### src/rtl/core/spg_pkg.sv
// Package for the scaler phase generator: sizes, register codes and the
// structs passed between the configuration block, the sample cells and the word engine.
// No dependencies.
`default_nettype none

package spg_pkg;

  localparam int SAMPLES_PER_WORD = 4;
  localparam int STEP_FRAC_BITS   = 16;
  localparam int PHASE_BITS       = 6;

  localparam int WIDTH_W  = 13;
  localparam int STEP_W   = 24;
  localparam int ACC_W    = 25;
  localparam int WP_W     = 13;
  localparam int IDX_W    = 3;
  localparam int CNT_W    = 12;

  localparam int PHASE_STRIDE = 6;
  localparam int INDEX_STRIDE = 3;
  localparam int PHASES_W     = 24;
  localparam int INDICES_W    = 12;
  localparam int ENABLES_W    = 4;

  localparam int CFG_ADDR_W = 2;
  localparam int CFG_DATA_W = 24;

  localparam logic [WIDTH_W-1:0] WIDTH_IN_RST   = WIDTH_W'(1920);
  localparam logic [WIDTH_W-1:0] WIDTH_OUT_RST  = WIDTH_W'(1920);
  localparam logic [STEP_W-1:0]  PIXEL_STEP_RST = STEP_W'(65536);
  localparam int WORDS_RST = (1920 + SAMPLES_PER_WORD - 1) / SAMPLES_PER_WORD;
  localparam logic [CNT_W-1:0]   LAST_INDEX_RST = CNT_W'(WORDS_RST - 1);

  typedef enum logic [CFG_ADDR_W-1:0] {
    REG_WIDTH_IN   = 2'd0,
    REG_WIDTH_OUT  = 2'd1,
    REG_PIXEL_STEP = 2'd2
  } cfg_reg_e;

  // Settings the word engine needs, with the last-word index precomputed
  typedef struct packed {
    logic [WIDTH_W-1:0] width_out;
    logic [STEP_W-1:0]  pixel_step;
    logic [CNT_W-1:0]   last_index;
  } cfg_t;

  // Running state handed from one sample cell to the next
  typedef struct packed {
    logic [ACC_W-1:0] acc;
    logic [WP_W-1:0]  wp;
    logic [IDX_W-1:0] idx;
  } sample_state_t;

  typedef struct packed {
    logic [PHASES_W-1:0]  sample_phases;
    logic [INDICES_W-1:0] sample_indices;
    logic [ENABLES_W-1:0] sample_enables;
    logic                 last_word;
  } result_t;

endpackage

`default_nettype wire

### src/rtl/core/spg_channels.sv
// Valid/ready channel interfaces for the scaler phase generator: the tick
// request channel and the control word channel. Depends on spg_pkg.
`default_nettype none

interface spg_tick_if;
  import spg_pkg::*;
  logic valid;
  logic ready;
  logic start_line;

  modport source (output valid, output start_line, input ready);
  modport sink   (input valid, input start_line, output ready);
endinterface

interface spg_word_if;
  import spg_pkg::*;
  logic                 valid;
  logic                 ready;
  logic [PHASES_W-1:0]  sample_phases;
  logic [INDICES_W-1:0] sample_indices;
  logic [ENABLES_W-1:0] sample_enables;
  logic                 last_word;

  modport source (output valid, output sample_phases, output sample_indices,
                  output sample_enables, output last_word, input ready);
  modport sink   (input valid, input sample_phases, input sample_indices,
                  input sample_enables, input last_word, output ready);
endinterface

`default_nettype wire

### src/rtl/core/scaler_phase_generator.sv
// Scaler phase generator top level: request and word handshakes around the
// configuration block and the word engine. Depends on spg_pkg, spg_channels,
// spg_cfg_regs and spg_word_engine.
//
// Each request on tick yields one control word on word, carrying the phase
// and input index of every sample of the column, the sample enables and the
// last-word flag. The block takes one request per clock when word is not
// stalled: a request is held in the input register while the chain of sample
// cells works out its whole column, and moves into the result register, from
// which the word is presented, once that register is free. The sample cell
// chain, which closes the accumulator update combinationally, sets that
// rate. Write the configuration only while no request is in flight.
`default_nettype none

module scaler_phase_generator (
  input  logic                           clk,
  input  logic                           rst,
  spg_tick_if.sink                       tick,
  spg_word_if.source                     word,
  input  logic                           cfg_wr_en,
  input  logic [spg_pkg::CFG_ADDR_W-1:0] cfg_addr,
  input  logic [spg_pkg::CFG_DATA_W-1:0] cfg_wdata
);
  import spg_pkg::*;

  cfg_t    cfg;
  result_t result;
  logic    s1_valid;
  logic    s1_start;
  logic    out_valid;
  logic    out_free;
  logic    take;

  spg_cfg_regs u_cfg (
    .clk       (clk),
    .rst       (rst),
    .cfg_wr_en (cfg_wr_en),
    .cfg_addr  (cfg_addr),
    .cfg_wdata (cfg_wdata),
    .cfg       (cfg)
  );

  assign out_free   = !out_valid || word.ready;
  assign take       = s1_valid && out_free;
  assign tick.ready = !s1_valid || out_free;

  always_ff @(posedge clk) begin
    if (rst) begin
      s1_valid <= 1'b0;
    end else if (tick.valid && tick.ready) begin
      s1_valid <= 1'b1;
    end else if (take) begin
      s1_valid <= 1'b0;
    end
  end

  always_ff @(posedge clk) begin
    if (tick.valid && tick.ready) begin
      s1_start <= tick.start_line;
    end
  end

  always_ff @(posedge clk) begin
    if (rst) begin
      out_valid <= 1'b0;
    end else if (take) begin
      out_valid <= 1'b1;
    end else if (word.ready) begin
      out_valid <= 1'b0;
    end
  end

  spg_word_engine u_engine (
    .clk        (clk),
    .rst        (rst),
    .take       (take),
    .start_line (s1_start),
    .cfg        (cfg),
    .result     (result)
  );

  assign word.valid          = out_valid;
  assign word.sample_phases  = result.sample_phases;
  assign word.sample_indices = result.sample_indices;
  assign word.sample_enables = result.sample_enables;
  assign word.last_word      = result.last_word;

  // A request moved into the engine shows up as a word next cycle
  a_take_gives_word: assert property (@(posedge clk) disable iff (rst)
    take |=> word.valid)
    else $error("word not presented after engine took a request");

  // Requests stall only when both the input and the result register are held
  a_stall_only_when_full: assert property (@(posedge clk) disable iff (rst)
    !tick.ready |-> (s1_valid && out_valid && !word.ready))
    else $error("tick stalled with room in the pipeline");

  // The first sample of a line starts at index zero and phase zero
  a_line_start_clean: assert property (@(posedge clk) disable iff (rst)
    (take && s1_start) |=> (word.sample_indices[IDX_W-1:0] == '0 &&
                            word.sample_phases[PHASE_BITS-1:0] == '0))
    else $error("line start did not clear the sample state");

endmodule

`default_nettype wire

### src/rtl/core/spg_cfg_regs.sv
// Configuration registers of the scaler phase generator and the derived
// last-word index. Depends on spg_pkg.
`default_nettype none

module spg_cfg_regs (
  input  logic                           clk,
  input  logic                           rst,
  input  logic                           cfg_wr_en,
  input  logic [spg_pkg::CFG_ADDR_W-1:0] cfg_addr,
  input  logic [spg_pkg::CFG_DATA_W-1:0] cfg_wdata,
  output spg_pkg::cfg_t                  cfg
);
  import spg_pkg::*;

  logic [WIDTH_W-1:0] width_in;
  logic [WIDTH_W-1:0] width_out;
  logic [STEP_W-1:0]  pixel_step;
  logic [CNT_W-1:0]   last_index;
  logic [CNT_W-1:0]   last_index_next;
  logic [WIDTH_W-1:0] widest;
  logic [WIDTH_W:0]   rounded;
  logic [WIDTH_W:0]   words;

  always_ff @(posedge clk) begin
    if (rst) begin
      width_in   <= WIDTH_IN_RST;
      width_out  <= WIDTH_OUT_RST;
      pixel_step <= PIXEL_STEP_RST;
    end else if (cfg_wr_en) begin
      unique case (cfg_reg_e'(cfg_addr))
        REG_WIDTH_IN:   width_in   <= cfg_wdata[WIDTH_W-1:0];
        REG_WIDTH_OUT:  width_out  <= cfg_wdata[WIDTH_W-1:0];
        REG_PIXEL_STEP: pixel_step <= cfg_wdata[STEP_W-1:0];
        default: ;
      endcase
    end
  end

  // Words per line is ceil(max width / samples per word), at least one
  always_comb begin
    widest  = (width_in > width_out) ? width_in : width_out;
    rounded = {1'b0, widest} + (WIDTH_W+1)'(SAMPLES_PER_WORD - 1);
    words   = rounded / (WIDTH_W+1)'(SAMPLES_PER_WORD);
    if (words == '0) begin
      last_index_next = '0;
    end else begin
      last_index_next = CNT_W'(words - (WIDTH_W+1)'(1));
    end
  end

  always_ff @(posedge clk) begin
    if (rst) begin
      last_index <= LAST_INDEX_RST;
    end else begin
      last_index <= last_index_next;
    end
  end

  assign cfg.width_out  = width_out;
  assign cfg.pixel_step = pixel_step;
  assign cfg.last_index = last_index;

endmodule

`default_nettype wire

### src/rtl/core/spg_sample_cell.sv
// One sample slot of the phase generator: phase tap, pixel consume and
// step add on the running accumulator. Depends on spg_pkg.
`default_nettype none

module spg_sample_cell (
  input  spg_pkg::sample_state_t          st_in,
  input  logic [spg_pkg::STEP_W-1:0]      pixel_step,
  input  logic [spg_pkg::WIDTH_W-1:0]     width_out,
  output spg_pkg::sample_state_t          st_out,
  output logic [spg_pkg::PHASE_BITS-1:0]  phase,
  output logic [spg_pkg::IDX_W-1:0]       index,
  output logic                            enable
);
  import spg_pkg::*;

  localparam logic [ACC_W-1:0] ONE_UNIT = ACC_W'(1) << STEP_FRAC_BITS;

  sample_state_t after;
  logic          consume;

  always_comb begin
    consume = |st_in.acc[ACC_W-1:STEP_FRAC_BITS];
    after   = st_in;
    // Drop one input pixel if the integer part is nonzero
    if (consume) begin
      after.acc = st_in.acc - ONE_UNIT;
      after.idx = st_in.idx + IDX_W'(1);
    end
    enable = ~|after.acc[ACC_W-1:STEP_FRAC_BITS] && (st_in.wp < width_out);
    st_out = after;
    if (enable) begin
      st_out.acc = after.acc + ACC_W'(pixel_step);
      st_out.wp  = after.wp + WP_W'(1);
    end
    phase = st_in.acc[STEP_FRAC_BITS-1 -: PHASE_BITS];
    index = after.idx;
  end

endmodule

`default_nettype wire

### src/rtl/core/spg_word_engine.sv
// Word engine of the phase generator: line state registers, the chain of
// sample cells and the result register. Depends on spg_pkg, spg_sample_cell.
`default_nettype none

module spg_word_engine (
  input  logic             clk,
  input  logic             rst,
  input  logic             take,
  input  logic             start_line,
  input  spg_pkg::cfg_t    cfg,
  output spg_pkg::result_t result
);
  import spg_pkg::*;

  logic [ACC_W-1:0] acc;
  logic [WP_W-1:0]  wp;
  logic [IDX_W-1:0] idx;
  logic [CNT_W-1:0] cnt;
  logic [IDX_W-1:0] idx_next;
  logic [CNT_W-1:0] cnt_eff;
  result_t          result_next;

  sample_state_t               chain   [SAMPLES_PER_WORD+1];
  logic [PHASE_BITS-1:0]       phase_s [SAMPLES_PER_WORD];
  logic [IDX_W-1:0]            index_s [SAMPLES_PER_WORD];
  logic [SAMPLES_PER_WORD-1:0] enable_s;

  // A line start clears the state ahead of this word
  always_comb begin
    if (start_line) begin
      chain[0] = '0;
      cnt_eff  = '0;
    end else begin
      chain[0].acc = acc;
      chain[0].wp  = wp;
      chain[0].idx = idx;
      cnt_eff      = cnt;
    end
  end

  for (genvar s = 0; s < SAMPLES_PER_WORD; s++) begin : g_cell
    spg_sample_cell u_cell (
      .st_in      (chain[s]),
      .pixel_step (cfg.pixel_step),
      .width_out  (cfg.width_out),
      .st_out     (chain[s+1]),
      .phase      (phase_s[s]),
      .index      (index_s[s]),
      .enable     (enable_s[s])
    );
  end

  always_comb begin
    idx_next = chain[SAMPLES_PER_WORD].idx;
    if (idx_next >= IDX_W'(SAMPLES_PER_WORD)) begin
      idx_next = idx_next - IDX_W'(SAMPLES_PER_WORD);
    end
    result_next = '0;
    for (int s = 0; s < SAMPLES_PER_WORD; s++) begin
      result_next.sample_phases[s*PHASE_STRIDE +: PHASE_BITS] = phase_s[s];
      result_next.sample_indices[s*INDEX_STRIDE +: IDX_W]     = index_s[s];
      result_next.sample_enables[s]                           = enable_s[s];
    end
    result_next.last_word = (cnt_eff == cfg.last_index);
  end

  always_ff @(posedge clk) begin
    if (rst) begin
      acc <= '0;
      wp  <= '0;
      idx <= '0;
      cnt <= '0;
    end else if (take) begin
      acc <= chain[SAMPLES_PER_WORD].acc;
      wp  <= chain[SAMPLES_PER_WORD].wp;
      idx <= idx_next;
      cnt <= cnt_eff + CNT_W'(1);
    end
  end

  always_ff @(posedge clk) begin
    if (take) begin
      result <= result_next;
    end
  end

endmodule

`default_nettype wire

### src/flat_wrapper.sv
// flat-port wrapper written by rule: the top's interface ports become plain ports
module scaler_phase_generator_flat import spg_pkg::*;
  (clk, rst, cfg_wr_en, cfg_addr, cfg_wdata, tick_valid, tick_start_line, tick_ready, word_valid, word_sample_phases, word_sample_indices, word_sample_enables, word_last_word, word_ready);
  spg_tick_if tick_i ();
  spg_word_if word_i ();
  input  logic clk;
  input  logic rst;
  input  logic cfg_wr_en;
  input  logic [spg_pkg::CFG_ADDR_W-1:0] cfg_addr;
  input  logic [spg_pkg::CFG_DATA_W-1:0] cfg_wdata;
  input wire logic [$bits(tick_i.valid)-1:0] tick_valid;
  input wire logic [$bits(tick_i.start_line)-1:0] tick_start_line;
  output wire logic [$bits(tick_i.ready)-1:0] tick_ready;
  output wire logic [$bits(word_i.valid)-1:0] word_valid;
  output wire logic [$bits(word_i.sample_phases)-1:0] word_sample_phases;
  output wire logic [$bits(word_i.sample_indices)-1:0] word_sample_indices;
  output wire logic [$bits(word_i.sample_enables)-1:0] word_sample_enables;
  output wire logic [$bits(word_i.last_word)-1:0] word_last_word;
  input wire logic [$bits(word_i.ready)-1:0] word_ready;
  assign tick_i.valid = tick_valid;
  assign tick_i.start_line = tick_start_line;
  assign tick_ready = tick_i.ready;
  assign word_valid = word_i.valid;
  assign word_sample_phases = word_i.sample_phases;
  assign word_sample_indices = word_i.sample_indices;
  assign word_sample_enables = word_i.sample_enables;
  assign word_last_word = word_i.last_word;
  assign word_i.ready = word_ready;
  scaler_phase_generator u_core (.clk(clk), .rst(rst), .tick(tick_i), .word(word_i), .cfg_wr_en(cfg_wr_en), .cfg_addr(cfg_addr), .cfg_wdata(cfg_wdata));
endmodule
### config.mk
export PLATFORM = sky130hd
export DESIGN_NAME = scaler_phase_generator_flat
export DESIGN_NICKNAME = d
export VERILOG_FILES = /design/src/rtl/core/spg_pkg.sv /design/src/rtl/core/spg_channels.sv /design/src/rtl/core/scaler_phase_generator.sv /design/src/rtl/core/spg_cfg_regs.sv /design/src/rtl/core/spg_sample_cell.sv /design/src/rtl/core/spg_word_engine.sv /design/src/flat_wrapper.sv
export SDC_FILE = /design/constraint.sdc
export NUM_CORES = 1
export LEC_CHECK = 0
export ABC_AREA = 0
export BUFFER_PORTS_ARGS = -buffer_cell sky130_fd_sc_hd__buf_2
export CAP_MARGIN = 20
export CORE_MARGIN = 2
export CORE_UTILIZATION = 50
export CTS_BUF_LIST = sky130_fd_sc_hd__clkbuf_8
export DETAILED_ROUTE_END_ITERATION = 10
export PLACE_DENSITY = 0.67
export SYNTH_ARGS = -nofsm -noshare
export SYNTH_HDL_FRONTEND = slang
export SYNTH_SLANG_ARGS = --single-unit
### constraint.sdc
create_clock -name clk -period 41.5 [get_ports clk]
set_input_delay 6.225 -clock clk [delete_from_list [all_inputs] [get_ports clk]]
set_output_delay 6.225 -clock clk [all_outputs]
set_load 0.05 [all_outputs]
==> qor.csv, run 1 <==
stage,metric,value,unit
run_status,status,"complete, no violations",
global_route,number of global-route vias before repair,14500,
synth,Cells after Synth,2107,
floorplanning,Core Area,32400,um2
run,MaxCap Viol Count,0,
placement,GPL Wtd Cong,0.970,
pwr,Worst VDD drop,0.0000619,V
floorplanning,die area,34100,um2
worst_setup_path,worst setup path category,reg -> reg,
clock_network,Clock Sinks,159,
clock_network,Post-CTS Repair Setup Buffers,0,
synth,Post-synth EDFFs,42,
floorplanning,Die X-Extent,185,um
cells_and_area,"commonest non-fill, non-tap cell in the layout",nand2_1,
clock_network,clock-pin transition on the worst setup and hold timing paths,110,ps
placement,DPL Wire Length,40.6,mm
worst_setup_path,endpoint class of the critical path,register,
pwr,Pleak,7.33,nW
clock_network,post-cts sizing count,0,
worst_hold_path,Worst Hold Class,reg -> reg,
placement,pre-CTS setup slack,25750,ps
placement,PortBufs,74,
timing,Slew HR,32.0,%
routing,drt pass-1 iters,6,
clock_network,clk buf depth,2,
cells_and_area,layout cells sized above 1,8.29,%
floorplanning,Boundary Pins,75,
timing,Final Cycle Share,38.8,%
timing,fmax,62.0,MHz
timing,Min Hold Slack,470,ps
global_route,grt ovf,0,
floorplanning,Die H,185,um
timing,Final min period,16120,ps
cells_and_area,register area,3600,um2
worst_setup_path,most frequent CP cell,a21oi_1,
timing,RSZ-0062 raised after global routing,false,
worst_setup_path,critical-path cell with the highest stage delay,buf_4,
timing,measured slew at the worst slew-check pin,1020,ps
routing,post-route ant nets,0,
routing,Iter 0 DRT Violations,1502,
worst_setup_path,worst flop-to-flop path endpoint,u_core.u_engine.acc[24],
cells_and_area,"Net count, final",2342,
cells_and_area,"commonest non-fill, non-tap cells in the layout","nand2_1, a21oi_1, nor2_1",
routing,Avg WL per Cell,20.1,um
global_route,first-pass GRT wire length,80.9,mm
synth,Yosys Warn Count,0,
synth,post-synth cell types,106,
pwr,pwr dens,92.8,nW/um2
floorplanning,std cell rows,66,
timing,final-report max-slew violation count,0,
worst_hold_path,Hold Crit Start,u_core.u_cfg.width_out[11],
placement,dpl cells,2555,
timing,Final Skew,18.4,ps
clock_network,clock root buffer,clkbuf_8,
synth,syn_nets,2316,
cells_and_area,Fill cells,3172,
synth,Yosys reg bits,159,
synth,Mapped Area,16300,um2
cells_and_area,Layout Cells excl Fill,2588,
routing,Vias/cell,6.14,
worst_setup_path,CP max FO,70,
routing,detailed-route via count,15900,
global_route,total track usage,30.6,%
timing,setup_tns,0,ps
clock_network,Post-CTS Hold Buffers,0,
worst_setup_path,reg-to-reg setup timing slack,25380,ps
clock_network,clock latency on the worst-skew pair,520,ps
cells_and_area,area of the multi-input gates,12000,um2
timing,final count of negative-setup-slack endpoints,0,
routing,routed wire length,51.9,mm
worst_hold_path,WHS Endpoint,u_core.u_cfg.width_out[11],
timing,fin worst setup slack,25380,ps
global_route,initial antenna violation count,0,
worst_setup_path,worst path arrival time,16480,ps
synth,register area share after synthesis,22.1,%
worst_setup_path,"slowest stage delay, CP",640,ps
global_route,largest net degree at the start of global routing,92,
synth,Synth Flop Type,dfxtp_1,
worst_setup_path,R2R cell count,69,
routing,drc violations,0,
cells_and_area,Ant. Diodes,0,
worst_setup_path,worst path required time,41860,ps
synth,Syn Area/Cell,7.74,um2
clock_network,TritonCTS clock tree,built,
cells_and_area,Area growth syn-to-layout,6.75,%
synth,share of synthesized registers carrying an async set or reset,0,%
worst_setup_path,Reg2Reg Launch Point,u_core.s1_start,
clock_network,H-tree depth,4,
floorplanning,Initial Util,50.4,%
clock_network,TritonCTS buffer count,17,
worst_setup_path,CP Launch Type,register,
worst_hold_path,WHS Path Cells,2,
timing,final hold vios,0,
[sequential cells by signal (all words and copies together), names as in the netlist, 12 cells and up]
name and count:
u_core.u_engine.wp 13, u_core.u_cfg.width_out 13, u_core.u_cfg.pixel_step 24, u_core.u_cfg.width_in 13
u_core.u_engine.cnt 12, u_core.u_engine.result 41, u_core.u_cfg.last_index 12, u_core.u_engine.acc 25
[how the worst max path moves through the flow]
stage,from,end,slack (ps),depth (start not counted)
CTS,u_core.s1_start,u_core.u_engine.acc[22],25650,69
finish,u_core.s1_start,u_core.u_engine.acc[24],25380,69
floorplan,u_core.s1_start,u_core.u_engine.acc[22],27390,81
global route,u_core.s1_start,u_core.u_engine.acc[24],24090,68
detailed placement,u_core.s1_start,u_core.u_engine.acc[22],25750,69
global placement,u_core.s1_start,u_core.u_engine.acc[22],26010,69
[worst max-delay path: cells and delay by family (launching register included)]
family,cells,cell delay [ps]
compound gates,35,6670
fa+ha+maj,4,1280
xor+xnor,2,560
flops,1,370
buf+inv,5,2070
simple gates,23,4960
[area by class of cell]
class                      count  share of cell area (%)
tap                          442                    3.17
inverter                      95                    2.09
timing repair buffer          84                    2.56
clock buffer                  17                    1.34
clock inverter                15                    1.07
multi-input combinational   1776                    69.1
sequential                   159                    20.7
[cells by family after synthesis]
family,share of synthesized area [%]
and+or+nand+nor,24.5
muxes,2.57
AOI/OAI and AO/OA,24.7
xor gates and xnor gates,8.26
adders and majority gates,13.8
DFF,22.1
buffers and inverters,4.18
[cell usage after synthesis (7+ instances only)]
cell      number  area share [%]
and3b_1        8            0.43
xor2_1        48             2.6
dfxtp_1      117              14
a221oi_1       7            0.38
xnor2_1      104             5.6
o211ai_1      18            0.83
nand3_1       61             1.9
a31o_2         7            0.38
mux2_2         7            0.48
and2_1        21            0.81
a31oi_1       19            0.73
a21oi_1      185             5.7
nor2_1       176             4.0
clkbuf_1      62             1.4
a21o_1        38             1.7
a21boi_0       7            0.32
a211o_1       15            0.81
nor4_1        16            0.61
o21a_1        27             1.2
nor2b_1       48             1.8
or3_1         11            0.42
inv_1         90             2.1
nand2_1      269             6.2
nand3b_1      20            0.92
o31ai_1       16            0.74
and3_1        21            0.81
o21ai_1        9            0.28
or2_2          9            0.35
ha_1         173              13
o21ai_0       95             2.9
nand2b_1      31             1.2
nand4_1       31             1.2
edfxtp_1      42             7.7
nor3_1        32            0.98
o21bai_1      25             1.2
nor3b_1        7            0.32
and4_1         8            0.43
a211oi_1      30             1.4
mux2i_1       34             2.1
[routing by layer]
metal  share of wire [%]  global-route usage, %  vias to the layer above
met5                   0                      0                        -
met4                 3.2                   10.7                        0
met3                 7.7                   5.04                      110
met2                  43                   47.6                      643
met1                  46                   42.8                     7394
li1                    -                      -                     7753
[per-stage QoR]
stage	cell area [um2]	total power [mW]	utilization, %
3_5_place_dp	17000	1.46	52.5
3_3_place_gp	17000	1.45	52.5
2_1_floorplan	16300	1.17	-
4_1_cts	17400	1.60	53.8
6_report	17400	1.62	53.8
5_1_grt	17400	1.75	53.8
[power by group]
group          internal (mW)  switching, mW  leakage (nW)
registers              0.187         0.0146          1.36
clock network         0.0517         0.0758         0.209
logic                  0.458          0.830          5.76
total                  0.697          0.920          7.33
Note: power is estimated with default switching activity, not from simulation.
==> inputs of run 2 (changes only) <==
Clock period 41.5 ns to 16.1 ns, I/O delays scaled along.
==> qor.csv, run 2 (synthesis results as in run 1) <==
stage,metric,value,unit
global_route,initial antenna violation count,1,
timing,Final Cycle Share,92.4,%
placement,pre-CTS setup slack,694,ps
worst_setup_path,endpoint class of the critical path,register,
floorplanning,std cell rows,66,
routing,drc violations,0,
timing,setup_tns,0,ps
floorplanning,Die H,185,um
global_route,first-pass GRT wire length,80.5,mm
worst_hold_path,Worst Hold Class,reg -> reg,
cells_and_area,Largest regs,"u_core.u_engine.result x41, u_core.u_engine.acc x25, u_core.u_cfg.pixel_step x24",
floorplanning,die area,34100,um2
routing,detailed-route via count,16000,
worst_setup_path,"slowest stage delay, CP",410,ps
clock_network,post-cts sizing count,0,
cells_and_area,"commonest non-fill, non-tap cells in the layout","nand2_1, a21oi_1, nor2_1",
clock_network,Post-CTS Repair Setup Buffers,0,
timing,fin worst setup slack,1220,ps
clock_network,clock latency on the worst-skew pair,520,ps
run,MaxCap Viol Count,0,
clock_network,TritonCTS buffer count,17,
clock_network,H-tree depth,4,
timing,Final min period,14880,ps
worst_setup_path,worst setup path category,reg -> reg,
routing,drt pass-1 iters,5,
clock_network,TritonCTS clock tree,built,
cells_and_area,Fill cells,3175,
floorplanning,Boundary Pins,75,
global_route,number of global-route vias before repair,14600,
placement,DPL Wire Length,40.7,mm
run_status,status,"complete, no violations",
timing,RSZ-0062 raised after global routing,false,
global_route,grt ovf,0,
floorplanning,Initial Util,50.4,%
timing,final count of negative-setup-slack endpoints,0,
global_route,total track usage,30.4,%
placement,placed cell area,17000,um2
timing,fmax,67.2,MHz
cells_and_area,max reg flops,41,
global_route,largest net degree at the start of global routing,87,
cells_and_area,largest register by flop count,u_core.u_engine.result,
routing,routed wire length,51.7,mm
timing,final-report max-slew violation count,0,
pwr,pwr dens,239,nW/um2
clock_network,clk buf depth,2,
worst_setup_path,Worst setup startpoint,u_core.s1_start,
worst_setup_path,critical-path cell with the highest stage delay,nor3b_2,
timing,final hold vios,0,
clock_network,Post-CTS Hold Buffers,0,
placement,GPL Wtd Cong,1.02,
pwr,Pleak,7.34,nW
placement,dpl cells,2556,
cells_and_area,Layout Cells excl Fill,2588,
routing,Avg WL per Cell,20.0,um
routing,Iter 0 DRT Violations,1396,
worst_setup_path,worst path arrival time,15300,ps
pwr,Worst VDD drop,0.000153,V
worst_setup_path,CP Launch Type,register,
worst_setup_path,most frequent CP cell,a21oi_1,
worst_setup_path,Reg2Reg Launch Point,u_core.s1_start,
worst_setup_path,worst path required time,16520,ps
cells_and_area,"commonest non-fill, non-tap cell in the layout",nand2_1,
worst_setup_path,CP max FO,25,
clock_network,clock root buffer,clkbuf_8,
floorplanning,Die X-Extent,185,um
cells_and_area,Area growth syn-to-layout,6.86,%
floorplanning,Core Area,32400,um2
cells_and_area,Final Core Density,53.9,%
clock_network,Clock Sinks,159,
timing,Final Skew,38.4,ps
cells_and_area,layout cells sized above 1,8.34,%
cells_and_area,"Net count, final",2342,
placement,PortBufs,74,
clock_network,clock-pin transition on the worst setup and hold timing paths,120,ps
cells_and_area,"Design Area, Final",17400,um2
routing,post-route ant nets,0,
timing,measured slew at the worst slew-check pin,1020,ps
worst_hold_path,Hold Crit Start,u_core.u_cfg.width_out[11],
cells_and_area,Ant. Diodes,0,
routing,Vias/cell,6.18,
timing,Slew HR,31.3,%
run 2: cell types whose count changed in the layout (fill, tap and decap cells not counted), sizes merged:
cell    before  now
clkinv       5    8
inv        103  100
run 2: per-stage QoR:
step           hold slack (ps)  power, mW
3_3_place_gp               442       3.72
6_report                   461       4.17
5_1_grt                    492       4.52
2_1_floorplan              421       3.02
3_5_place_dp               446       3.78
4_1_cts                    459       4.11
run 2: final cells by class:
cell class / count / area [um2] / area share, %
clock buffers: 17 / 234 / 1.34
clock inverters: 15 / 174 / 0.997
well taps: 442 / 553 / 3.17
repair buffers: 84 / 448 / 2.57
inverters: 95 / 370 / 2.12
multi-input cells: 1776 / 12100 / 69.1
flip-flops and latches: 159 / 3600 / 20.7
run 2: layer usage:
layer / share of wire, % / global-route usage, %
met5: 0 / 0
met3: 6.7 / 4.52
met2: 44 / 48.2
met4: 3.7 / 11.7
met1: 46 / 41.5
run 2: path summary, 6_finish.rpt:
kind                                      to  slack (ps)  cells past startpoint
setup reg to reg     u_core.u_engine.acc[22]        1220                     69
hold reg to reg   u_core.u_cfg.width_out[11]         460                      2
hold / removal    u_core.u_cfg.width_out[11]         460                      2
setup / recovery     u_core.u_engine.acc[22]        1220                     69
run 2: worst max-delay path, delay by kind of cell, from the launching register on:
family	cells	cell delay (ps)
AO/OA/AOI/OAI	34	6380
AND/OR/NAND/NOR	23	4660
buffers and inverters	5	1490
adder cells (fa/ha/maj)	4	1180
XOR/XNOR	3	710
flip-flops	1	340
run 2: power by group:
part	leakage [nW]	total, mW	switching (mW)	internal (mW)
Combinational	5.78	3.33	2.14	1.19
Clock	0.203	0.321	0.191	0.131
Sequential	1.36	0.521	0.0389	0.482
Total	7.34	4.17	2.37	1.80
==> inputs of run 3 (changes only) <==
Clock period 16.1 ns to 17.8 ns, I/O delays scaled along.
==> qor.csv, run 3 (synthesis results as in run 1) <==
stage,metric,value,unit
run_status,status,"complete, no violations",
cells_and_area,"commonest non-fill, non-tap cell in the layout",nand2_1,
worst_setup_path,Critical path buffers and inverters,3,
floorplanning,Initial Util,50.4,%
clock_network,Clock Sinks,159,
cells_and_area,"Net count, final",2341,
clock_network,clk buf depth,2,
timing,Final min period,16640,ps
floorplanning,Die X-Extent,185,um
worst_setup_path,worst path arrival time,17080,ps
placement,GPL Wtd Cong,0.960,
timing,Slew HR,29.5,%
clock_network,H-tree depth,4,
cells_and_area,Largest regs,"u_core.u_engine.result x41, u_core.u_engine.acc x25, u_core.u_cfg.pixel_step x24",
timing,setup_tns,0,ps
floorplanning,die area,34100,um2
routing,post-route ant nets,0,
clock_network,TritonCTS clock tree,built,
cells_and_area,Layout Cells excl Fill,2587,
cells_and_area,"commonest non-fill, non-tap cells in the layout","nand2_1, a21oi_1, nor2_1",
routing,drc violations,0,
timing,Final Cycle Share,93.5,%
global_route,grt ovf,0,
worst_setup_path,Reg2Reg Launch Point,u_core.s1_start,
pwr,Worst VDD drop,0.000146,V
cells_and_area,Ant. Diodes,0,
cells_and_area,Area growth syn-to-layout,6.78,%
placement,dpl cells,2554,
global_route,largest net degree at the start of global routing,80,
floorplanning,Boundary Pins,75,
worst_setup_path,most frequent CP cell,a21oi_1,
worst_setup_path,"slowest stage delay, CP",710,ps
cells_and_area,max reg flops,41,
floorplanning,Core Area,32400,um2
routing,Avg WL per Cell,20.9,um
cells_and_area,Fill cells,3158,
worst_setup_path,endpoint class of the critical path,register,
cells_and_area,largest register by flop count,u_core.u_engine.result,
worst_setup_path,"delay-heaviest family, CP",compound AO/OA/AOI/OAI gates,
clock_network,TritonCTS buffer count,17,
routing,routed wire length,54.1,mm
cells_and_area,register area,3600,um2
timing,final-report max-slew violation count,0,
run,MaxCap Viol Count,0,
cells_and_area,area of the multi-input gates,12000,um2
worst_setup_path,worst path required time,18240,ps
global_route,total track usage,31.8,%
timing,Final Skew,15.5,ps
floorplanning,Die H,185,um
clock_network,clock root buffer,clkbuf_8,
worst_setup_path,CP max FO,26,
timing,final hold vios,0,
cells_and_area,layout cells sized above 1,8.25,%
clock_network,Post-CTS Hold Buffers,0,
worst_setup_path,worst setup path category,reg -> reg,
worst_setup_path,CP Launch Type,register,
floorplanning,std cell rows,66,
clock_network,clock-pin transition on the worst setup and hold timing paths,110,ps
routing,Vias/cell,6.27,
global_route,number of global-route vias before repair,14800,
timing,final count of negative-setup-slack endpoints,0,
routing,Iter 0 DRT Violations,1310,
worst_hold_path,Hold Crit Start,u_core.u_engine.idx[1],
routing,detailed-route via count,16200,
global_route,first-pass GRT wire length,83.5,mm
worst_setup_path,critical-path cell with the highest stage delay,edfxtp_1,
pwr,Pleak,7.32,nW
global_route,initial antenna violation count,0,
timing,measured slew at the worst slew-check pin,1050,ps
pwr,pwr dens,219,nW/um2
placement,PortBufs,74,
worst_setup_path,Worst setup startpoint,u_core.s1_start,
timing,fmax,60.1,MHz
routing,drt pass-1 iters,5,
placement,DPL Wire Length,41.9,mm
timing,Min Hold Slack,465,ps
timing,RSZ-0062 raised after global routing,false,
worst_hold_path,Worst Hold Class,reg -> reg,
clock_network,clock latency on the worst-skew pair,520,ps
==> run 3: cell types whose count changed in the layout (fill, tap and decap cells not counted), sizes merged <==
cell,previous run,this run
clkinv,8,3
bufinv,1,2
inv,100,103
clkbuf,17,18
buf,84,82
clkinvlp,1,2
==> run 3: layer usage <==
layer	vias to the layer above	global-route usage, %	share of wire, %
met5	-	0	0
li1	7749	-	-
met1	7734	43.0	46
met2	617	52.0	45
met4	0	9.62	2.7
met3	110	4.80	6.3
==> run 3: repair_timing <==
action / CTS / global route
gates resized for setup: 0 / 0
setup endpoints to repair: 0 / 5
buffers inserted: 0 / 1
==> run 3: worst paths after layout <==
check | end | slack [ps] | depth (start not counted)
worst max-delay path | u_core.u_engine.acc[22] | 1160 | 67
worst min-delay path | u_core.u_engine.idx[1] | 460 | 2
worst max register to register | u_core.u_engine.acc[22] | 1160 | 67
worst min register to register | u_core.u_engine.idx[1] | 460 | 2
==> run 3: cell type report <==
| type | count | area share, % |
|---|---|---|
| sequential | 159 | 20.7 |
| inverter | 95 | 2.09 |
| multi-input combinational | 1776 | 69.1 |
| clock buffer | 17 | 1.34 |
| timing repair buffer | 83 | 2.56 |
| clock inverter | 15 | 1.09 |
| tap | 442 | 3.17 |
==> run 3: worst register-to-register path: cells and delay by family (launching register included) <==
| family | cells | cell delay, ps |
|---|---|---|
| AOI/OAI and AO/OA | 34 | 6550 |
| xor gates and xnor gates | 3 | 780 |
| adders and majority gates | 5 | 1540 |
| buffers and inverters | 3 | 1430 |
| DFF | 1 | 710 |
| and+or+nand+nor | 22 | 5520 |
==> run 3: stage by stage <==
stage / instance area, um2 / setup slack [ps] / util (%) / total power [mW]
after floorplan: 16300 / 3690 / - / 2.73
after global placement: 17000 / 1840 / 52.5 / 3.38
after detailed placement: 17000 / 1330 / 52.5 / 3.42
after CTS: 17400 / 1250 / 53.8 / 3.74
after global routing: 17400 / 97.8 / 53.8 / 4.10
final: 17400 / 1160 / 53.8 / 3.81
==> run 3: report_power, final <==
part | internal [mW] | switching (mW) | leakage (nW)
Clock | 0.131 | 0.176 | 0.209
Combinational | 1.07 | 1.96 | 5.76
Sequential | 0.436 | 0.0364 | 1.36
Total | 1.64 | 2.17 | 7.32
